[config.mk]
export PLATFORM = sky130hd
export DESIGN_NAME = crc16_response_deframer
export DESIGN_NICKNAME = d
export VERILOG_FILES = /design/src/design/crcdefr_pkg.sv /design/src/design/crcdefr_in_stage.sv /design/src/design/crcdefr_engine.sv /design/src/design/crc16_response_deframer.sv
export SDC_FILE = /design/constraint.sdc
export NUM_CORES = 1
export LEC_CHECK = 0
export BUFFER_PORTS_ARGS = -buffer_cell sky130_fd_sc_hd__buf_2
export CAP_MARGIN = 10
export CORE_UTILIZATION = 63
export DETAILED_ROUTE_END_ITERATION = 8
export PLACE_DENSITY = 0.85
export SLEW_MARGIN = 10
export SYNTH_ARGS = -nofsm -noshare
export SYNTH_HDL_FRONTEND = slang
export SYNTH_SLANG_ARGS = --single-unit
[constraint.sdc]
create_clock -name clk -period 6.8 [get_ports clk]
set_clock_uncertainty 0.05 [all_clocks]
set_input_delay 2.04 -clock clk [delete_from_list [all_inputs] [get_ports clk]]
set_output_delay 2.04 -clock clk [all_outputs]
set_load 0.01 [all_outputs]
[src/design/crcdefr_pkg.sv]
// Shared types, constants and CRC helpers for the CRC-16 response deframer.
package crcdefr_pkg;

	localparam int MAX_FRAME_BYTES = 256;
	localparam int CNT_W = $clog2(MAX_FRAME_BYTES + 1);
	localparam int LEN_W = 9;

	localparam logic [7:0] CR_BYTE    = 8'h0d;
	localparam logic [7:0] LF_BYTE    = 8'h0a;
	localparam logic [7:0] START_BYTE = 8'h28;

	// CRC-16 with polynomial 0x1021, one nibble per lookup
	localparam logic [15:0] NIB_TAB [16] = '{
		16'h0000, 16'h1021, 16'h2042, 16'h3063, 16'h4084, 16'h50a5, 16'h60c6, 16'h70e7,
		16'h8108, 16'h9129, 16'ha14a, 16'hb16b, 16'hc18c, 16'hd1ad, 16'he1ce, 16'hf1ef
	};

	typedef enum logic [2:0] {
		ST_OK        = 3'd0,
		ST_CRC_BAD   = 3'd1,
		ST_START_BAD = 3'd2,
		ST_SHORT     = 3'd3,
		ST_LONG      = 3'd4
	} status_t;

	typedef struct packed {
		logic             frame_end;
		logic [7:0]       payload_byte;
		status_t          frame_status;
		logic [LEN_W-1:0] payload_length;
		logic [15:0]      expected_check;
	} result_t;

	function automatic logic [15:0] crc_nibble(input logic [15:0] crc, input logic [3:0] nib);
		logic [3:0] idx;
		idx = crc[15:12] ^ nib;
		return {crc[11:0], 4'h0} ^ NIB_TAB[idx];
	endfunction

	function automatic logic [15:0] crc_byte(input logic [15:0] crc, input logic [7:0] b);
		logic [15:0] mid;
		mid = crc_nibble(crc, b[7:4]);
		return crc_nibble(mid, b[3:0]);
	endfunction

	// raise a check byte that would collide with a framing character
	function automatic logic [7:0] bump(input logic [7:0] b);
		if (b == START_BYTE || b == CR_BYTE || b == LF_BYTE) begin
			return b + 8'd1;
		end
		return b;
	endfunction

endpackage

[src/design/crcdefr_in_stage.sv]
// Input register stage of the deframer: holds one received word.
module crcdefr_in_stage (
	input  logic       clk,
	input  logic       arst_n,
	input  logic       in_valid,
	output logic       in_ready,
	input  logic [7:0] rx_byte,
	input  logic       take,
	output logic       valid_s1,
	output logic [7:0] byte_s1
);
	import crcdefr_pkg::*;

	// accept when empty or when the held word moves on this cycle
	assign in_ready = !valid_s1 || take;

	always_ff @(posedge clk or negedge arst_n) begin
		if (!arst_n) begin
			valid_s1 <= 1'b0;
		end else if (in_ready) begin
			valid_s1 <= in_valid;
		end
	end

	always_ff @(posedge clk) begin
		if (in_ready && in_valid) begin
			byte_s1 <= rx_byte;
		end
	end

endmodule

[src/design/crcdefr_engine.sv]
// Frame state, CRC update and result register of the deframer.
module crcdefr_engine (
	input  logic                 clk,
	input  logic                 arst_n,
	input  logic                 valid_s1,
	input  logic [7:0]           byte_s1,
	output logic                 take,
	output logic                 out_valid,
	input  logic                 out_ready,
	output crcdefr_pkg::result_t res
);
	import crcdefr_pkg::*;

	logic [15:0]      crc_q, crc_d;
	logic [7:0]       dly0_q, dly0_d, dly1_q, dly1_d;
	logic [CNT_W-1:0] cnt_q, cnt_d;
	logic             start_q, start_d;
	logic             out_valid_q;
	result_t          res_q, res_d;
	logic             emit, clear, step;
	logic             is_cr, too_long, too_short;
	logic [15:0]      crc_adj, got;

	assign take = !out_valid_q || out_ready;
	assign step = valid_s1 && take;

	always_comb begin
		is_cr     = byte_s1 == CR_BYTE;
		too_short = cnt_q < CNT_W'(3);
		too_long  = !is_cr && (cnt_q >= CNT_W'(MAX_FRAME_BYTES));
		crc_adj   = {bump(crc_q[15:8]), bump(crc_q[7:0])};
		got       = {dly0_q, dly1_q};
		res_d     = '0;
		emit      = 1'b0;
		clear     = 1'b0;
		crc_d     = crc_q;
		dly0_d    = dly0_q;
		dly1_d    = dly1_q;
		cnt_d     = cnt_q;
		start_d   = start_q;
		if (is_cr) begin
			emit = 1'b1;
			clear = 1'b1;
			res_d.frame_end = 1'b1;
			if (too_short) begin
				res_d.frame_status = ST_SHORT;
			end else begin
				// checksum mismatch outranks a bad start byte
				if (crc_adj != got) begin
					res_d.frame_status = ST_CRC_BAD;
				end else if (!start_q) begin
					res_d.frame_status = ST_START_BAD;
				end else begin
					res_d.frame_status = ST_OK;
				end
				res_d.payload_length = LEN_W'(cnt_q - CNT_W'(3));
				res_d.expected_check = crc_adj;
			end
		end else if (too_long) begin
			// drop the word and resynchronize
			emit = 1'b1;
			clear = 1'b1;
			res_d.frame_end = 1'b1;
			res_d.frame_status = ST_LONG;
			res_d.payload_length = LEN_W'(cnt_q - CNT_W'(3));
		end else begin
			if (cnt_q == '0) begin
				start_d = byte_s1 == START_BYTE;
			end
			// hash the word leaving the delay line; confirm it once past the start byte
			if (cnt_q >= CNT_W'(2)) begin
				crc_d = crc_byte(crc_q, dly0_q);
			end
			if (cnt_q >= CNT_W'(3)) begin
				emit = 1'b1;
				res_d.payload_byte = dly0_q;
			end
			dly0_d = dly1_q;
			dly1_d = byte_s1;
			cnt_d  = cnt_q + CNT_W'(1);
		end
		if (clear) begin
			crc_d   = '0;
			dly0_d  = '0;
			dly1_d  = '0;
			cnt_d   = '0;
			start_d = 1'b0;
		end
	end

	always_ff @(posedge clk or negedge arst_n) begin
		if (!arst_n) begin
			crc_q       <= '0;
			dly0_q      <= '0;
			dly1_q      <= '0;
			cnt_q       <= '0;
			start_q     <= 1'b0;
			out_valid_q <= 1'b0;
		end else begin
			if (step) begin
				crc_q   <= crc_d;
				dly0_q  <= dly0_d;
				dly1_q  <= dly1_d;
				cnt_q   <= cnt_d;
				start_q <= start_d;
			end
			if (take) begin
				out_valid_q <= step && emit;
			end
		end
	end

	always_ff @(posedge clk) begin
		if (step && emit) begin
			res_q <= res_d;
		end
	end

	assign out_valid = out_valid_q;
	assign res       = res_q;

	a_cnt_range: assert property (@(posedge clk) disable iff (!arst_n)
		cnt_q <= CNT_W'(MAX_FRAME_BYTES))
		else $error("frame count beyond maximum frame length");

	a_status_clears: assert property (@(posedge clk) disable iff (!arst_n)
		(step && emit && res_d.frame_end) |=> (cnt_q == '0 && crc_q == '0 && !start_q))
		else $error("frame state not cleared after status word");

	a_payload_after_start: assert property (@(posedge clk) disable iff (!arst_n)
		(step && emit && !res_d.frame_end) |-> (cnt_q >= CNT_W'(3)))
		else $error("payload word emitted before delay line filled");

	a_status_no_byte: assert property (@(posedge clk) disable iff (!arst_n)
		(out_valid_q && res_q.frame_end) |-> (res_q.payload_byte == 8'h00))
		else $error("status word carries a payload byte");

	a_stall_holds_state: assert property (@(posedge clk) disable iff (!arst_n)
		(out_valid_q && !out_ready) |=> ($stable(cnt_q) && $stable(crc_q)))
		else $error("frame state moved while output stalled");

endmodule

[src/design/crc16_response_deframer.sv]
// Top level of the CRC-16 framed response deframer.
//
// Input channel: one received word (rx_byte) per in_valid/in_ready transfer.
// A frame is '(' then payload, two check words (high first), then CR (0x0d).
// Output channel: out_valid/out_ready; frame_end=0 carries one confirmed
// payload word, frame_end=1 carries the frame status, payload length and
// the adjusted CRC-16 (poly 0x1021, init 0) computed over the frame.
// Payload words leave two words behind the input, so check words are never
// hashed; payload is not recalled when the frame later fails.
// A result is registered after its word has passed the input register.
// Throughput: one word per cycle unless out_ready stalls the output; the byte
// CRC update (two table lookups) lies between the input and result registers.
// Reset clears frame state, both registers' valid flags; the first word
// after reset starts a new frame. When out_ready is low with a result held,
// at most one more word is stored in the input register, then in_ready drops.
module crc16_response_deframer (
	input  logic        clk,
	input  logic        arst_n,
	input  logic        in_valid,
	output logic        in_ready,
	input  logic [7:0]  rx_byte,
	output logic        out_valid,
	input  logic        out_ready,
	output logic        frame_end,
	output logic [7:0]  payload_byte,
	output logic [2:0]  frame_status,
	output logic [8:0]  payload_length,
	output logic [15:0] expected_check
);
	import crcdefr_pkg::*;

	logic       valid_s1;
	logic [7:0] byte_s1;
	logic       take;
	result_t    res;

	crcdefr_in_stage u_in_stage (
		.clk      (clk),
		.arst_n   (arst_n),
		.in_valid (in_valid),
		.in_ready (in_ready),
		.rx_byte  (rx_byte),
		.take     (take),
		.valid_s1 (valid_s1),
		.byte_s1  (byte_s1)
	);

	crcdefr_engine u_engine (
		.clk       (clk),
		.arst_n    (arst_n),
		.valid_s1  (valid_s1),
		.byte_s1   (byte_s1),
		.take      (take),
		.out_valid (out_valid),
		.out_ready (out_ready),
		.res       (res)
	);

	assign frame_end      = res.frame_end;
	assign payload_byte   = res.payload_byte;
	assign frame_status   = 3'(res.frame_status);
	assign payload_length = res.payload_length;
	assign expected_check = res.expected_check;

endmodule
# Word level (Yosys, flattened, before mapping)
# Memory sizes are Yosys's and may differ from the RTL's.
# Cells that the tools add are included.
# totals
word_cells,103
out_inout_bits,39
ramBits,0
latch_bits,0
mem_bits_ro,512
register_bits,89
memories,2
# op_classes
add_sub_neg,4
eq_ne,11
multipliers,0
n_bitwise,8
div_mod_pow,0
shift,0
n_mux,38
magnitude_cmp,6
reduce_logical,21
# mem_list
memory,depth,width,read_ports,rd_ports_with_merged_regs,write_ports,line,source
(no name shown),16,16,1,0,0,crcdefr_pkg.sv:37,"return {crc[11:0], 4'h0} ^ NIB_TAB[idx];"
(no name shown),16,16,1,0,0,crcdefr_pkg.sv:37,
# op_table
cell,n
$mux W16,8
$mux W8,10
$eq A8 B4 Y1 const B,5
$xor A16 B16 Y16,2
$mux W9,3
$mux W25,1
$eq A8 B6 Y1 const B,3
$mux W12,2
$ge A9 B2 Y1 const B,2
$add A8 B1 Y8 const B,2
$ne A16 B16 Y1,1
$mux W1,11
$ge A5 B5 Y1 const B,2
$not A4 Y5,2
$add A9 B1 Y9 const B,1
$ge A9 B9 Y1 const B,1
$logic_not A9 Y1,1
$lt A9 B2 Y1 const B,1
$sub A9 B2 Y9 const B,1
$reduce_and A4 Y1,2
$xor A4 B4 Y4,2
$logic_or A1 B1 Y1,6
$logic_and A1 B1 Y1,4
$mux W2,2
8 further kinds,13

# Longest topological paths before layout
# logic_depth
word_depth,16
mapped_depth,8

# By module
# A second synthesis with hierarchy kept.
# hier_totals
cells_unflattened,413
hier_area_um2,4458.0
# by_module_without_submodules
mod,seq_area_each_um2,cells_each,area_each_um2,instances
crcdefr_engine,2187.1,401,4164.0,1
crcdefr_in_stage,265.3,12,294.0,1

# Least setup slack after synthesis
# OpenSTA, ideal clock, no wires.
# synth_timing
kind,input to register
from,in out_ready
to,"reg u_engine.res_q, in the netlist u_engine.res[0], enable pin"
arrival_ps,4087
stages,4
setup_time_ps,431
path_slack_ps,2232
cell_sequence,nand2b_1 > nand2_1 > clkbuf_1 > nor2_1
# synth_between
elab_chain_cells,3
# synth_rtl
element,line,source
start: declaration,crc16_response_deframer.sv:23,"input logic out_ready,"
$logic_or A1 B1 Y1,crcdefr_engine.sv:24,assign take = !out_valid_q || out_ready;
$logic_and A1 B1 Y1,crcdefr_engine.sv:25,assign step = valid_s1 && take;
$logic_and A1 B1 Y1,crcdefr_engine.sv:114,if (step && emit) begin
end signal: assignment,crcdefr_engine.sv:115,res_q <= res_d;
end: declaration,crcdefr_engine.sv:19,"result_t res_q, res_d;"
# Every way passes these cells.
# A chain may end at the register's enable or synchronous reset.

# Worst setup path after layout
# layout_timing
from,in out_ready
to,out in_ready
# layout_between
elab_chain_cells,2
# layout_rtl
element,line,source
$logic_or A1 B1 Y1,crcdefr_engine.sv:24,
$logic_or A1 B1 Y1,crcdefr_in_stage.sv:15,assign in_ready = !valid_s1 || take;
end: declaration,crc16_response_deframer.sv:20,"output logic in_ready,"
# Every way passes these cells.

==> impl_results.md <==
* Initial antenna violation count at 0
* Crit path max-delay cell type: nand3b_1
* CTS resizes at 0
* # hold bufs at CTS at 0
* Root buf cell: clkbuf_8
* Asr flop ratio synth at 0.494
* Crit-path most repeated cell: buf_2
* Gr ovfl total at 0
* Synth Area per Inst at between 10 and 15 sq um
* PortBufs at 50
* Hold path start: u_engine.dly1_q[7]
* Largest net degree at the start of global routing at 45
* Pre-antenna DRT Iters at 5
* Pwr/cell area at 517 nW/um^2
* Syn Inst Count at 419
* RSZ-0062 raised after global routing: false
* WL final at between 9 and 10 mm
* Layout cells sized above 1 at 0.173
* Core area at between 6000 and 7000 sq um
* Diodes inserted at 0
* Reg-to-reg startpoint: u_in_stage.byte_s1[4]
* Die area at ~7600 sq um
* First-pass GRT wire length at 15.7 mm
* Clk Latency, worst-skew pair at between 0.3 and 0.4 ns
* Worst-path maximum fanout at 3
* Max-Cap Viols at 0
* Post-synth top flop: edfxtp_1
* Layout area overhead at 11.2%
* Vias at around 3400
* CP endpoint kind: primary output
* Cells along the critical path: buf_2 > nand3b_1 > buf_2
* Largest delay contributor family on the critical path: buffers and inverters
* Endpoints failing hold at 0
* CP startpoint: out_ready
* Pre-CTS setup slack at about 2.2 ns
* Fmax at approximately 0.22 GHz
* Startpoint Class: primary input
* Post-Syn Nets at 442
* Period utilisation layout at 0.672
* HPWL Detailed at 6.77 mm
* H-tree levels at 3
* Die Height at between 80 and 90 um
* Die width at between 80 and 90 um
* Detail-routed via count per cell at just over 6
* Fillers at 494
* Worst path arrival time at ~2.5 ns
* Top-level port count at between 50 and 60
* GR Util All Layers at 0.282
* Total CTS buffers at 9
* Final Slew Violations at 0
* Worst Max-Slew Pin Slew at 0.959 ns
* Yosys reg bits at 89
* Register area share after synthesis at 0.537
* LEAKAGE at about 2.1 nW
* Post-DRT Antenna Nets at 0
* Synth Cell Area at roughly 4600 sq um
* Setup Viol. Count Final at 0
* Clock Sinks at 89
* Placer Congestion at roughly 0.94
* YS warnings at 0
* Fin crit period at roughly 4.6 ns
* Clock-pin slew on the worst setup and hold paths at around 0.080 ns
* Post-synth EDFFs at 45
* Vias in the first global route at around 3200
* Worst slew margin at 0.361
* Starting Density at 0.661
* Crit Path Class: primary input to primary output
* DRT iter0 DRCs at ~320
* Final WS setup at 2.23 ns
* Drt wl/cell at roughly 18 um
* Crit path largest cell delay at 0.18 ns
* Tot Pwr at approximately 0.0026 W
* Row cnt at 30
* Clock Tree Buf Depth at 2
* Post-layout nets at 481
* Post-CTS Setup Inserts at 0
* DR DRC count at 0
* Count of cell types in the netlist at 54
* Required time of the critical path at ~4.7 ns
* Setup TNS at 0 ns
* Tightest Hold Check Type: flip-flop to flip-flop
* CTS tree: built
* VDD IR-drop max at 233 uV
* Buf/Inv on CP at 2
* Run status: completed
[state kept, by name, indices dropped and copies added, names as in the netlist]
signal	cells
u_in_stage.valid_s1	1
u_in_stage.byte_s1	8
u_engine.dly0_q	8
u_engine.start_q	1
u_engine.crc_q	16
u_engine.dly1_q	8
u_engine.cnt_q	9
u_engine.res	37
u_engine.out_valid	1
[cell usage in the layout, fill, tap and decap left out, types with 3 or more instances in the layout]
cell / instances
nand2_1: 53
buf_2: 50
edfxtp_1: 45
dfrtp_1: 44
xnor2_1: 28
nor2_1: 27
o21ai_0: 26
a22o_1: 15
xor2_1: 13
and3_1: 12
nand2b_1: 11
and2_1: 11
ha_1: 11
nor3_1: 10
clkbuf_8: 9
inv_1: 8
nor4_1: 8
nand3b_1: 7
nand3_1: 6
nor2b_1: 6
or3_1: 5
a21oi_1: 4
o31ai_1: 4
o21a_1: 3
bufinv_16: 3
[per-layer routing]
metal | GRT usage | vias to the layer above | part of all wire
li1 | - | 1569 | -
met1 | 0.375 | 1606 | 0.43
met2 | 0.445 | 177 | 0.46
met3 | 0.0635 | 33 | 0.071
met4 | 0.130 | 0 | 0.035
met5 | 0 | - | 0
[through the flow]
step	utilization	instances	hold slack [ns]	instance area, sq um
2_1_floorplan	-	419	0.391	4570
3_3_place_gp	0.699	543	0.448	4820
3_5_place_dp	0.699	543	0.458	4820
4_1_cts	0.735	559	0.478	5070
5_1_grt	0.735	559	0.513	5070
6_report	0.735	559	0.483	5070
[cell type report]
cell class	count	area, sq um	share of cell area
clock buffers	9	124	0.0244
clock inverters	7	126	0.0249
inverters	8	30.0	0.00592
multi-input cells	299	1960	0.387
flip-flops and latches	89	2450	0.483
well taps	96	120	0.0237
repair buffers	51	258	0.0508
[worst paths after layout]
path,end,slack [ns],depth (start not counted)
worst max register to register,u_engine.res[3],3.49,5
worst max-delay path,in_ready,2.23,3
worst min register to register,u_engine.dly1_q[7],0.48,2
min in group asynchronous,u_engine.crc_q[5],1.77,1
worst min-delay path,u_engine.dly1_q[7],0.48,2
max in group asynchronous,u_engine.dly1_q[5],4.34,1
[cell usage after synthesis, drive strengths merged (3+ instances only)]
cell | n | area, sq um
nand3 | 6 | 30.0
and3 | 12 | 75.1
xor2 | 13 | 114
nand3b | 7 | 52.6
nor2 | 28 | 105
inv | 8 | 30.0
edfxtp | 45 | 1350
nor4 | 9 | 71.3
a21oi | 4 | 20.0
dfrtp | 44 | 1100
ha | 11 | 138
nor3 | 11 | 60.1
xnor2 | 28 | 245
a22o | 15 | 131
buf | 10 | 77.6
o21ai | 28 | 140
clkbuf | 13 | 48.8
nand2b | 12 | 77.6
nand2 | 55 | 216
and2 | 11 | 68.8
or3 | 6 | 42.5
o21a | 3 | 22.5
o31ai | 4 | 30.0
nor2b | 6 | 37.5
[worst reg2reg max path, cell delays in order (launching register included)]
cell      delay (ns)
edfxtp_1        0.41
or4b_4          0.59
or4_4           0.55
nand2b_2        0.43
nor3_2          0.16
nor2_4          0.74
[where the power goes]
part	internal [W]	switching [W]	leakage, nW
sequential	0.000796	0.000234	0.994
combinational	0.000505	0.000645	0.973
clock	0.000248	0.000193	0.122
total	0.00155	0.00107	2.09
[cell families (layout without fill, tap and decap cells)]
kind of cell	Yosys count	after routing	synth area share
buffers and inverters	31	75	0.0343
and+or+nand+nor	176	176	0.209
DFF	89	89	0.537
AOI/OAI and AO/OA	69	69	0.106
xor gates and xnor gates	41	41	0.0787
muxes	2	2	0.00438
adders and majority gates	11	11	0.0301
(Power assumes the default switching activity.)
